$ cat config.mk
export PLATFORM = sky130hd
export DESIGN_NAME = spectral_tuner_indicator_core_flat
export DESIGN_NICKNAME = d
export VERILOG_FILES = /design/src/design/stti_pkg.sv /design/src/design/stti_stream_if.sv /design/src/design/stti_div.sv /design/src/design/spectral_tuner_indicator_core.sv /design/src/flat_wrapper.sv
export SDC_FILE = /design/constraint.sdc
export NUM_CORES = 2
export LEC_CHECK = 0
export ABC_AREA = 1
export BUFFER_PORTS_ARGS = -buffer_cell sky130_fd_sc_hd__buf_4
export CAP_MARGIN = 10
export CORE_ASPECT_RATIO = 0.5
export CORE_UTILIZATION = 40
export CTS_BUF_LIST = sky130_fd_sc_hd__clkbuf_4 sky130_fd_sc_hd__clkbuf_8
export CTS_CLUSTER_DIAMETER = 120
export DETAILED_ROUTE_END_ITERATION = 16
export HOLD_SLACK_MARGIN = 0.12
export PLACE_DENSITY_LB_ADDON = 0.2
export SYNTH_ARGS = -nofsm -noshare
export SYNTH_HDL_FRONTEND = slang
export SYNTH_SLANG_ARGS = --single-unit
$ cat constraint.sdc
create_clock -name clk_i -period 7 [get_ports clk_i]
set_input_delay 0 -clock clk_i [delete_from_list [all_inputs] [get_ports clk_i]]
set_output_delay 0 -clock clk_i [all_outputs]
set_load 0.005 [all_outputs]
$ cat src/design/stti_pkg.sv
`timescale 1ns / 1ps
`default_nettype none
// ----------------------------------------------------------------------------
// stti_pkg
// Shared types, widths and register defaults of the spectral tuner indicator.
// ----------------------------------------------------------------------------
package stti_pkg;

  // field widths
  localparam int unsigned CH_W    = 3;
  localparam int unsigned MAG_W   = 15;
  localparam int unsigned COLOR_W = 8;
  localparam int unsigned TD_W    = 16;

  // integrator widths
  localparam int unsigned LEVEL_W = 22;
  localparam int unsigned SLOPE_W = 23;

  // parameter defaults
  localparam int unsigned STRING_COUNT_DEF = 6;
  localparam int unsigned DECAY_SHIFT_DEF  = 5;

  // configuration registers
  localparam int unsigned CFG_IDX_W  = 3;
  localparam int unsigned CFG_DATA_W = 10;

  typedef enum logic [CFG_IDX_W-1:0] {
    CFG_BASELINE    = 3'd0,
    CFG_GAIN_SHIFT  = 3'd1,
    CFG_TUNE_WINDOW = 3'd2,
    CFG_DIFF_GAIN   = 3'd3,
    CFG_COLOR_SLOPE = 3'd4
  } stti_cfg_idx_e;

  localparam logic [7:0] BASELINE_RST    = 8'd40;
  localparam logic [3:0] GAIN_SHIFT_RST  = 4'd5;
  localparam logic [9:0] TUNE_WINDOW_RST = 10'd10;
  localparam logic [9:0] DIFF_GAIN_RST   = 10'd200;
  localparam logic [7:0] COLOR_SLOPE_RST = 8'd15;

  // divider geometry: 32-bit dividend, divisor is intensity + 1 (1..256)
  localparam int unsigned DIV_QW    = 32;
  localparam int unsigned DIV_DW    = 9;
  localparam int unsigned DIV_STEPS = 2;

  typedef struct packed {
    logic [CH_W-1:0]  channel;
    logic [MAG_W-1:0] center_mag;
    logic [MAG_W-1:0] upper_mag;
    logic [MAG_W-1:0] lower_mag;
  } stti_in_t;

  typedef struct packed {
    logic [COLOR_W-1:0]     red;
    logic [COLOR_W-1:0]     green;
    logic [COLOR_W-1:0]     blue;
    logic signed [TD_W-1:0] tonal_diff;
  } stti_out_t;

endpackage
`default_nettype wire

$ cat src/design/stti_stream_if.sv
`timescale 1ns / 1ps
`default_nettype none
// ----------------------------------------------------------------------------
// stti_stream_if
// Valid/ready stream channel carrying one payload beat.
// ----------------------------------------------------------------------------
interface stti_stream_if #(
  parameter type payload_t = logic [7:0]
);
  logic     valid;
  logic     ready;
  payload_t data;

  modport source (output valid, output data, input ready);
  modport sink   (input valid, input data, output ready);
endinterface
`default_nettype wire

$ cat src/design/stti_div.sv
`timescale 1ns / 1ps
`default_nettype none
// ----------------------------------------------------------------------------
// stti_div
// Unsigned restoring divider, DIV_STEPS quotient bits per cycle.
// ----------------------------------------------------------------------------
module stti_div (
  input  wire                        clk_i,
  input  wire                        rst_ni,
  input  wire                        start_i,
  input  wire  [stti_pkg::DIV_QW-1:0] dividend_i,
  input  wire  [stti_pkg::DIV_DW-1:0] divisor_i,
  output logic                       done_o,
  output logic [stti_pkg::DIV_QW-1:0] quotient_o
);
  import stti_pkg::*;

  localparam int unsigned ITER  = DIV_QW / DIV_STEPS;
  localparam int unsigned CNT_W = $clog2(ITER);

  logic [DIV_QW-1:0] quo_q, quo_d;
  logic [DIV_DW-1:0] rem_q, rem_d;
  logic [DIV_DW-1:0] div_q;
  logic [CNT_W-1:0]  cnt_q;
  logic              busy_q;
  logic              last;

  // quotient bits shift in at the bottom as dividend bits leave the top
  always_comb begin
    logic [DIV_DW:0] sh;
    quo_d = quo_q;
    rem_d = rem_q;
    for (int k = 0; k < DIV_STEPS; k++) begin
      sh    = {rem_d, quo_d[DIV_QW-1]};
      quo_d = {quo_d[DIV_QW-2:0], 1'b0};
      if (sh >= {1'b0, div_q}) begin
        rem_d    = DIV_DW'(sh - {1'b0, div_q});
        quo_d[0] = 1'b1;
      end else begin
        rem_d = sh[DIV_DW-1:0];
      end
    end
  end

  assign last = busy_q && (cnt_q == CNT_W'(ITER - 1));

  always_ff @(posedge clk_i or negedge rst_ni) begin
    if (!rst_ni) begin
      busy_q <= 1'b0;
      cnt_q  <= '0;
      done_o <= 1'b0;
    end else begin
      done_o <= last;
      if (start_i) begin
        busy_q <= 1'b1;
        cnt_q  <= '0;
      end else if (busy_q) begin
        cnt_q <= cnt_q + CNT_W'(1);
        if (last) begin
          busy_q <= 1'b0;
        end
      end
    end
  end

  always_ff @(posedge clk_i) begin
    if (start_i) begin
      quo_q <= dividend_i;
      rem_q <= '0;
      div_q <= divisor_i;
    end else if (busy_q) begin
      quo_q <= quo_d;
      rem_q <= rem_d;
    end
  end

  assign quotient_o = quo_q;

endmodule
`default_nettype wire

$ cat src/design/spectral_tuner_indicator_core.sv
`timescale 1ns / 1ps
`default_nettype none
// ----------------------------------------------------------------------------
// spectral_tuner_indicator_core
// Per-channel leaky integrators, tonal difference and LED colour for a tuner.
// ----------------------------------------------------------------------------
// Usage:
//   in_i   - one beat per spectral frame: channel and the three bin magnitudes.
//   out_o  - one beat per input beat: red, green, blue and tonal_diff.
//   cfg_*  - register writes, to be taken only while no frame is in flight;
//            the user must ensure this, the block does not enforce it.
// A sequencer steps one frame through integrator update, scaling, a 23x10
// multiply, a divide (16 restoring steps of two quotient bits each, then
// done) and colour shaping. in_i is ready only while the sequencer is idle,
// so a new frame is taken only once the previous one has left the sequence.
// The finished result sits in an output register; the next frame is taken
// while it waits. If the sink stalls, the following result waits at the end
// of its sequence until the output register frees up.
// Reset clears all integrators and restores the register defaults; there is
// no clearing pass, the block is ready in the first cycle after reset.
// ----------------------------------------------------------------------------
module spectral_tuner_indicator_core #(
  parameter int unsigned STRING_COUNT = stti_pkg::STRING_COUNT_DEF,
  parameter int unsigned DECAY_SHIFT  = stti_pkg::DECAY_SHIFT_DEF
) (
  input  wire                              clk_i,
  input  wire                              rst_ni,
  stti_stream_if.sink                      in_i,
  stti_stream_if.source                    out_o,
  input  wire                              cfg_we_i,
  input  wire  [stti_pkg::CFG_IDX_W-1:0]   cfg_idx_i,
  input  wire  [stti_pkg::CFG_DATA_W-1:0]  cfg_data_i
);
  import stti_pkg::*;

  localparam int unsigned SLOTS  = STRING_COUNT + 1;
  localparam int unsigned SLOT_W = $clog2(SLOTS);

  typedef enum logic [7:0] {
    ST_IDLE  = 8'b0000_0001,
    ST_UPD   = 8'b0000_0010,
    ST_SCALE = 8'b0000_0100,
    ST_MUL   = 8'b0000_1000,
    ST_DIV   = 8'b0001_0000,
    ST_SAT   = 8'b0010_0000,
    ST_FADE  = 8'b0100_0000,
    ST_OUT   = 8'b1000_0000
  } stti_state_e;

  stti_state_e state_q, state_d;

  // configuration
  logic [7:0] baseline_q;
  logic [3:0] gain_shift_q;
  logic [9:0] tune_window_q;
  logic [9:0] diff_gain_q;
  logic [7:0] color_slope_q;

  // integrator state
  logic [LEVEL_W-1:0]        level_q [SLOTS];
  logic signed [SLOPE_W-1:0] slope_q [SLOTS];

  // working registers
  logic [SLOT_W-1:0]         slot_q;
  logic [MAG_W-1:0]          center_q, upper_q, lower_q;
  logic [LEVEL_W-1:0]        lvl_q;
  logic signed [SLOPE_W-1:0] slp_q;
  logic [7:0]                intensity_q;
  logic [SLOPE_W-1:0]        mag_q;
  logic                      neg_q;
  logic signed [TD_W-1:0]    td_q;
  logic [7:0]                fade_q;
  logic                      in_tune_q, sharp_q;

  logic      out_valid_q;
  stti_out_t out_data_q;

  // ---- combinational datapath ----
  logic [LEVEL_W-1:0]        lvl_cur, lvl_new, lvl_sh;
  logic signed [SLOPE_W-1:0] slp_cur, slp_new, slp_sh;
  logic signed [MAG_W:0]     nb_diff;
  logic [7:0]                intensity_d;
  logic [LEVEL_W-1:0]        lvl_off;
  logic [SLOPE_W+9:0]        prod;
  logic                      div_start, div_done;
  logic [DIV_QW-1:0]         quotient;
  logic signed [TD_W-1:0]    td_d;
  logic [TD_W-1:0]           abs_td;
  logic [TD_W+7:0]           fade_prod;
  logic [7:0]                fade_d;
  logic [7:0]                r_c, g_c, b_c;
  logic                      out_load, slot_over;

  assign slot_over = (int'(in_i.data.channel) >= STRING_COUNT);

  assign lvl_cur = level_q[slot_q];
  assign slp_cur = slope_q[slot_q];
  assign nb_diff = $signed({1'b0, upper_q}) - $signed({1'b0, lower_q});
  assign lvl_new = lvl_cur + LEVEL_W'(center_q) - (lvl_cur >> DECAY_SHIFT);
  assign slp_new = slp_cur + SLOPE_W'(nb_diff) - (slp_cur >>> DECAY_SHIFT);

  assign lvl_sh  = lvl_q >> gain_shift_q;
  assign slp_sh  = slp_q >>> gain_shift_q;
  assign lvl_off = lvl_sh - LEVEL_W'(baseline_q);

  always_comb begin
    if (lvl_sh < LEVEL_W'(baseline_q)) begin
      intensity_d = 8'd0;
    end else if (lvl_off > LEVEL_W'(255)) begin
      intensity_d = 8'd255;
    end else begin
      intensity_d = lvl_off[7:0];
    end
  end

  assign prod      = mag_q * diff_gain_q;
  assign div_start = (state_q == ST_MUL);

  stti_div u_div (
    .clk_i      (clk_i),
    .rst_ni     (rst_ni),
    .start_i    (div_start),
    .dividend_i (DIV_QW'(prod)),
    .divisor_i  ({1'b0, intensity_q} + DIV_DW'(1)),
    .done_o     (div_done),
    .quotient_o (quotient)
  );

  // saturate to the signed 16-bit range
  always_comb begin
    if (neg_q) begin
      if (quotient > DIV_QW'(32768)) begin
        td_d = -16'sd32768;
      end else begin
        td_d = -$signed(quotient[TD_W-1:0]);
      end
    end else if (quotient > DIV_QW'(32767)) begin
      td_d = 16'sd32767;
    end else begin
      td_d = $signed(quotient[TD_W-1:0]);
    end
  end

  assign abs_td    = td_q[TD_W-1] ? TD_W'(-td_q) : TD_W'(td_q);
  assign fade_prod = abs_td * color_slope_q;
  assign fade_d    = (fade_prod > (TD_W+8)'(255)) ? 8'd0 : 8'(8'd255 - fade_prod[7:0]);

  // a negative fade is carried as zero, which scales to zero as well
  function automatic logic [7:0] scale_color(input logic [7:0] c, input logic [7:0] inten);
    logic [9:0] p;
    p = c[7:3] * inten[7:3];
    return (p > 10'd255) ? 8'd255 : p[7:0];
  endfunction

  always_comb begin
    if (in_tune_q) begin
      r_c = 8'd255;
      g_c = 8'd255;
      b_c = 8'd255;
    end else if (sharp_q) begin
      r_c = 8'd255;
      g_c = fade_q;
      b_c = fade_q;
    end else begin
      r_c = fade_q;
      g_c = fade_q;
      b_c = 8'd255;
    end
  end

  assign out_load = (state_q == ST_OUT) && (!out_valid_q || out_o.ready);

  // ---- sequencer ----
  always_comb begin
    state_d = state_q;
    unique case (state_q)
      ST_IDLE:  if (in_i.valid) state_d = ST_UPD;
      ST_UPD:   state_d = ST_SCALE;
      ST_SCALE: state_d = ST_MUL;
      ST_MUL:   state_d = ST_DIV;
      ST_DIV:   if (div_done) state_d = ST_SAT;
      ST_SAT:   state_d = ST_FADE;
      ST_FADE:  state_d = ST_OUT;
      ST_OUT:   if (out_load) state_d = ST_IDLE;
      default:  state_d = ST_IDLE;
    endcase
  end

  always_ff @(posedge clk_i or negedge rst_ni) begin
    if (!rst_ni) begin
      state_q     <= ST_IDLE;
      out_valid_q <= 1'b0;
    end else begin
      state_q <= state_d;
      if (out_load) begin
        out_valid_q <= 1'b1;
      end else if (out_o.ready) begin
        out_valid_q <= 1'b0;
      end
    end
  end

  // configuration registers
  always_ff @(posedge clk_i or negedge rst_ni) begin
    if (!rst_ni) begin
      baseline_q    <= BASELINE_RST;
      gain_shift_q  <= GAIN_SHIFT_RST;
      tune_window_q <= TUNE_WINDOW_RST;
      diff_gain_q   <= DIFF_GAIN_RST;
      color_slope_q <= COLOR_SLOPE_RST;
    end else if (cfg_we_i) begin
      unique case (cfg_idx_i)
        CFG_BASELINE:    baseline_q    <= cfg_data_i[7:0];
        CFG_GAIN_SHIFT:  gain_shift_q  <= cfg_data_i[3:0];
        CFG_TUNE_WINDOW: tune_window_q <= cfg_data_i[9:0];
        CFG_DIFF_GAIN:   diff_gain_q   <= cfg_data_i[9:0];
        CFG_COLOR_SLOPE: color_slope_q <= cfg_data_i[7:0];
        default:         ;
      endcase
    end
  end

  // integrators, wrapping within their widths
  always_ff @(posedge clk_i or negedge rst_ni) begin
    if (!rst_ni) begin
      for (int i = 0; i < SLOTS; i++) begin
        level_q[i] <= '0;
        slope_q[i] <= '0;
      end
    end else if (state_q == ST_UPD) begin
      level_q[slot_q] <= lvl_new;
      slope_q[slot_q] <= slp_new;
    end
  end

  // datapath registers
  always_ff @(posedge clk_i) begin
    unique case (state_q)
      ST_IDLE: begin
        slot_q   <= slot_over ? SLOT_W'(STRING_COUNT) : SLOT_W'(in_i.data.channel);
        center_q <= in_i.data.center_mag;
        upper_q  <= in_i.data.upper_mag;
        lower_q  <= in_i.data.lower_mag;
      end
      ST_UPD: begin
        lvl_q <= lvl_new;
        slp_q <= slp_new;
      end
      ST_SCALE: begin
        intensity_q <= intensity_d;
        neg_q       <= slp_sh[SLOPE_W-1];
        mag_q       <= slp_sh[SLOPE_W-1] ? SLOPE_W'(-slp_sh) : SLOPE_W'(slp_sh);
      end
      ST_SAT: begin
        td_q <= td_d;
      end
      ST_FADE: begin
        fade_q    <= fade_d;
        in_tune_q <= (abs_td < TD_W'(tune_window_q));
        sharp_q   <= !td_q[TD_W-1] && (td_q != '0);
      end
      ST_OUT: begin
        if (out_load) begin
          out_data_q.red        <= scale_color(r_c, intensity_q);
          out_data_q.green      <= scale_color(g_c, intensity_q);
          out_data_q.blue       <= scale_color(b_c, intensity_q);
          out_data_q.tonal_diff <= td_q;
        end
      end
      default: ;
    endcase
  end

  assign in_i.ready  = (state_q == ST_IDLE);
  assign out_o.valid = out_valid_q;
  assign out_o.data  = out_data_q;

endmodule
`default_nettype wire

$ cat src/flat_wrapper.sv
// flat-port wrapper written by rule: the top's interface ports become plain ports
module spectral_tuner_indicator_core_flat import stti_pkg::*;
#(
  parameter int unsigned STRING_COUNT = stti_pkg::STRING_COUNT_DEF,
  parameter int unsigned DECAY_SHIFT  = stti_pkg::DECAY_SHIFT_DEF
)
  (clk_i, rst_ni, cfg_we_i, cfg_idx_i, cfg_data_i, in_i_valid, in_i_data, in_i_ready, out_o_valid, out_o_data, out_o_ready);
  stti_stream_if #(.payload_t(stti_in_t)) in_i_i ();
  stti_stream_if #(.payload_t(stti_out_t)) out_o_i ();
  input  wire clk_i;
  input  wire rst_ni;
  input  wire cfg_we_i;
  input  wire  [stti_pkg::CFG_IDX_W-1:0] cfg_idx_i;
  input  wire  [stti_pkg::CFG_DATA_W-1:0] cfg_data_i;
  input wire logic [$bits(in_i_i.valid)-1:0] in_i_valid;
  input wire logic [$bits(in_i_i.data)-1:0] in_i_data;
  output wire logic [$bits(in_i_i.ready)-1:0] in_i_ready;
  output wire logic [$bits(out_o_i.valid)-1:0] out_o_valid;
  output wire logic [$bits(out_o_i.data)-1:0] out_o_data;
  input wire logic [$bits(out_o_i.ready)-1:0] out_o_ready;
  assign in_i_i.valid = in_i_valid;
  assign in_i_i.data = in_i_data;
  assign in_i_ready = in_i_i.ready;
  assign out_o_valid = out_o_i.valid;
  assign out_o_data = out_o_i.data;
  assign out_o_i.ready = out_o_ready;
  spectral_tuner_indicator_core #(.STRING_COUNT(STRING_COUNT), .DECAY_SHIFT(DECAY_SHIFT)) u_core (.clk_i(clk_i), .rst_ni(rst_ni), .in_i(in_i_i), .out_o(out_o_i), .cfg_we_i(cfg_we_i), .cfg_idx_i(cfg_idx_i), .cfg_data_i(cfg_data_i));
endmodule
==> flow_results.org <==
** Outcome
- Outcome :: completed

** Hold path
- The min-delay analysis places its worst path in the category in2reg.

** Clocking
- TritonCTS built the clock tree.
- Number of buffers on the longest clock path :: 3
- Clock buffers created by TritonCTS :: 96
- Clock network latency to the later pin of the worst-skew pair :: 0.82 ns
- Clock tree synthesis selected as its root buffer the cell sky130_fd_sc_hd__clkbuf_8.
- H-Tree Level Count :: 3
- Clock tree synthesis found a total of just over 600 sinks.
- Clock transition time at the flip-flop clock pins of the worst setup and hold paths :: roughly 0.07 ns

** Global routing
- Vias in the first global route :: between 30000 and 40000
- Maximum number of pins on one net before global-route repair :: 140
- The first global-routing pass estimated 205000 um of wire.
- Overflow left after global routing :: 0
- Initial antenna violation count :: 3
- Global routing usage summed across all routing layers :: a little over a fifth

** Logic synthesis
- Number of synthesized flops with an enable pin :: 229
- Top cells by area in the synthesized netlist :: sky130_fd_sc_hd__dfrtp_1 (19%), sky130_fd_sc_hd__edfxtp_1 (15%), sky130_fd_sc_hd__fa_1 (14%)
- Mapped Cells :: approximately 5600
- When the netlist entered floorplanning its net count stood at 6281.
- Yosys top cell area share :: a little under 20%
- Total standard cell area after synthesis :: approximately 46000 um2
- Leading area contributor after synthesis :: sky130_fd_sc_hd__dfrtp_1
- Sequential area share after synthesis :: 35.3%
- Synthesis-stage register bit count :: 608
- Each instance of the synthesized netlist takes up on average slightly above 8 um2.
- Number of library cell types mapped by synthesis :: around 70
- The most used flip-flop cell after synthesis is sky130_fd_sc_hd__dfrtp_1.
- Share of synthesized flip-flops with an asynchronous set or reset :: around 60%
- Synthesis Warnings :: 0

** Detailed routing
- In this run the remaining antenna-violating nets after routing total 0.
- After detailed routing, the total wire length is ~130000 um.
- Violation count after the first detailed-route iteration :: 2697
- Remaining design rule violation count :: 0
- TritonRoute pass-1 iters :: 5
- Dividing the detail-routed via count by the number of cells gives about 5.
- Average routed wire per standard cell :: 17.1 um
- Via count :: roughly 38000

** Setup path
- The critical path starts at u_core.td_q[1]$_DFFE_PN_.
- Highest cell delay on the worst timing path :: 0.54 ns
- FF-to-FF Start :: u_core.td_q[1]$_DFFE_PN_
- In this run the register-to-register setup slack is 0.68 ns.
- Along the worst path, the maximum fanout reaches 9.
- Cell depth of the worst flop-to-flop path :: 29
- Endpoint of the worst-slack reg-to-reg timing path :: u_core.fade_q[7]$_SDFFCE_PN0P_
- For this design, the slowest cell found on the critical path is sky130_fd_sc_hd__fa_1.
- Kind of start point of the critical path :: flip-flop
- CP Data Required Time :: 7.64 ns
- The critical path in this run is classified as reg2reg.
- Crit path DAT :: about 7.0 ns
- Category of the worst setup path capture point :: flip-flop
- Crit path capture :: u_core.fade_q[7]$_SDFFCE_PN0P_

** STA
- Final Hold Viols :: 0
- On the final layout, the worst hold slack is roughly 0.21 ns.
- Setup total negative slack on the finished layout was measured at 0 ns.
- Final Critical Period :: 6.32 ns
- Based on the critical path, the design can be clocked at up to 0.158 GHz.
- Period Utilization, post-route :: 90.3%
- Setup slack closes at approximately 0.68 ns.
- Transition at the pin with the smallest max-transition slack :: 1.17 ns
- Setup repair after global routing left no endpoint under its margin.
- Across the routed clock network, the largest skew measured is 0.0516 ns.
- Number of setup violations in the final report :: 0
- Headroom to the max-slew limit came out at 21.7%.
- Number of pins exceeding their max-slew limit in the final report :: 0

** Floorplanning
- In this run the vertical extent of the chip is 243 um.
- The floorplan step defined a die boundary enclosing 117000 um2.
- The initial utilization of the core area, before any placement, comes to 40.7%.
- Total core area :: 114000 um2
- Row count :: 87
- Number of top-level design ports :: 108
- From left edge to right edge, the die measures 483 um.

** Final layout
- In the final design database the tool counted approximately 6500 nets.
- Most frequent cells in the layout :: sky130_fd_sc_hd__nand2_1 (1456), sky130_fd_sc_hd__inv_1 (925), sky130_fd_sc_hd__o21ai_0 (421)
- Cells with a size suffix above 1 make up 9.09% of the layout.
- Once layout is complete, the cells apart from fillers number roughly 7400.
- Syn-to-layout area delta :: 12.6%
- The library cell used most frequently in the layout, excluding fill and tap cells, is sky130_fd_sc_hd__nand2_1.

** Placement
- Placer congestion estimate :: between 0.8 and 0.9
- Number of input and output port buffers inserted :: roughly 110
- OpenSTA, run right after detailed placement, puts the worst setup slack at between 0.5 and 0.6 ns.
- Placed cells :: 7114
- Detailed Place HPWL :: ~93000 um

** Flow run
- The tool flagged a number of max-cap violations equal to 0.
## flip-flops by register name, indices dropped and copies added (netlist names), 10 cells and up
name / cells
u_core.center_q: 15
u_core.diff_gain_q: 10
u_core.level_q: 154
u_core.lower_q: 15
u_core.lvl_q: 22
u_core.mag_q: 23
u_core.out_o.data: 40
u_core.slope_q: 161
u_core.slp_q: 23
u_core.td_q: 16
u_core.tune_window_q: 10
u_core.u_div.quotient_o: 32
u_core.upper_q: 15
## routing by layer
layer	part of all wire (%)	up-vias	global-route usage, %
met2	47	924	36.4
met3	4.9	200	3.15
met1	46	18334	29.4
li1	-	18345	-
met4	2.5	4	6.77
met5	0.019	-	0
## cell usage after synthesis (13+ instances only)
| master | instances |
|---|---|
| sky130_fd_sc_hd__or2_2 | 39 |
| sky130_fd_sc_hd__nand3_2 | 29 |
| sky130_fd_sc_hd__o21ai_1 | 96 |
| sky130_fd_sc_hd__nand2_1 | 1456 |
| sky130_fd_sc_hd__nor2_1 | 349 |
| sky130_fd_sc_hd__inv_2 | 16 |
| sky130_fd_sc_hd__a21o_1 | 14 |
| sky130_fd_sc_hd__nand3_1 | 184 |
| sky130_fd_sc_hd__ha_1 | 265 |
| sky130_fd_sc_hd__nand3b_1 | 14 |
| sky130_fd_sc_hd__nor4_1 | 29 |
| sky130_fd_sc_hd__o21ai_2 | 15 |
| sky130_fd_sc_hd__dfstp_2 | 14 |
| sky130_fd_sc_hd__a221oi_1 | 13 |
| sky130_fd_sc_hd__fa_1 | 317 |
| sky130_fd_sc_hd__inv_1 | 927 |
| sky130_fd_sc_hd__nand2_2 | 20 |
| sky130_fd_sc_hd__a21oi_1 | 173 |
| sky130_fd_sc_hd__xnor2_1 | 39 |
| sky130_fd_sc_hd__nor3_1 | 29 |
| sky130_fd_sc_hd__dfrtp_1 | 356 |
| sky130_fd_sc_hd__edfxtp_1 | 229 |
| sky130_fd_sc_hd__o211ai_1 | 21 |
| sky130_fd_sc_hd__clkbuf_1 | 150 |
| sky130_fd_sc_hd__buf_2 | 21 |
| sky130_fd_sc_hd__xor2_1 | 87 |
| sky130_fd_sc_hd__buf_1 | 21 |
| sky130_fd_sc_hd__o21ai_0 | 422 |
| sky130_fd_sc_hd__o22ai_1 | 33 |
| sky130_fd_sc_hd__o21bai_1 | 16 |
| sky130_fd_sc_hd__a31oi_1 | 18 |
| sky130_fd_sc_hd__nand4_1 | 44 |
| sky130_fd_sc_hd__a22o_1 | 38 |
## worst max-delay path: cells and delay by family, from the launching register on
kind            cells  cell delay, ns
simple gates       12            1.78
compound gates      5            0.80
flops               1            0.42
xor+xnor            1            0.12
fa+ha+maj           6            2.51
buf+inv             5            0.52
## worst min path at each step
stage | end | slack [ns] | depth (start not counted) | start
after floorplan | u_core.baseline_q[0]$_DFFE_PN0P_ | -0.30 | 0 | rst_ni
after global placement | u_core.level_q[121]$_DFFE_PN0P_ | 0.12 | 1 | rst_ni
after detailed placement | u_core.level_q[143]$_DFFE_PN0P_ | 0.13 | 1 | rst_ni
after CTS | u_core.tune_window_q[6]$_DFFE_PN0P_ | 0.13 | 4 | cfg_data_i[6]
after global routing | u_core.color_slope_q[6]$_DFFE_PN0P_ | 0.17 | 4 | cfg_data_i[6]
final | u_core.diff_gain_q[1]$_DFFE_PN0P_ | 0.21 | 4 | cfg_data_i[1]
## timing repair
| action | in CTS | in global routing |
|---|---|---|
| hold endpoints to repair | 386 | 0 |
| endpoints found under the setup margin | 0 | 5 |
| hold buffers | 129 | 0 |
| resized for setup | 0 | 3 |
| buffers inserted | 0 | 0 |
## per-stage QoR
stage / utilization [%] / area [um2]
floorplan: - / 46300
global placement: 42.8 / 48700
detailed placement: 42.8 / 48700
CTS: 45.8 / 52100
global route: 45.8 / 52100
finish: 45.8 / 52100
## final cells by class
type | instances | area (um2)
antenna | 2 | 5.00
clock buffer | 139 | 1710
clock inverter | 39 | 424
fill | 11143 | 61600
inverter | 956 | 3590
multi-input combinational | 3863 | 25500
sequential | 608 | 16300
tap | 1513 | 1890
timing repair buffer | 303 | 2640
## logic make-up (layout without fill, tap and decap cells)
group	after synthesis	after routing	synth area share, %
muxes	5	5	0.116
xor gates and xnor gates	126	126	2.38
and+or+nand+nor	2248	2248	20.7
adders and majority gates	582	582	20.9
DFF	608	608	35.3
buffers and inverters	1162	1437	9.72
other	0	2	0
AOI/OAI and AO/OA	902	902	11.0
Power is left out: the tool's default activity adds up to more than one toggle a clock period on the data nets, which glitch-free logic cannot reach.
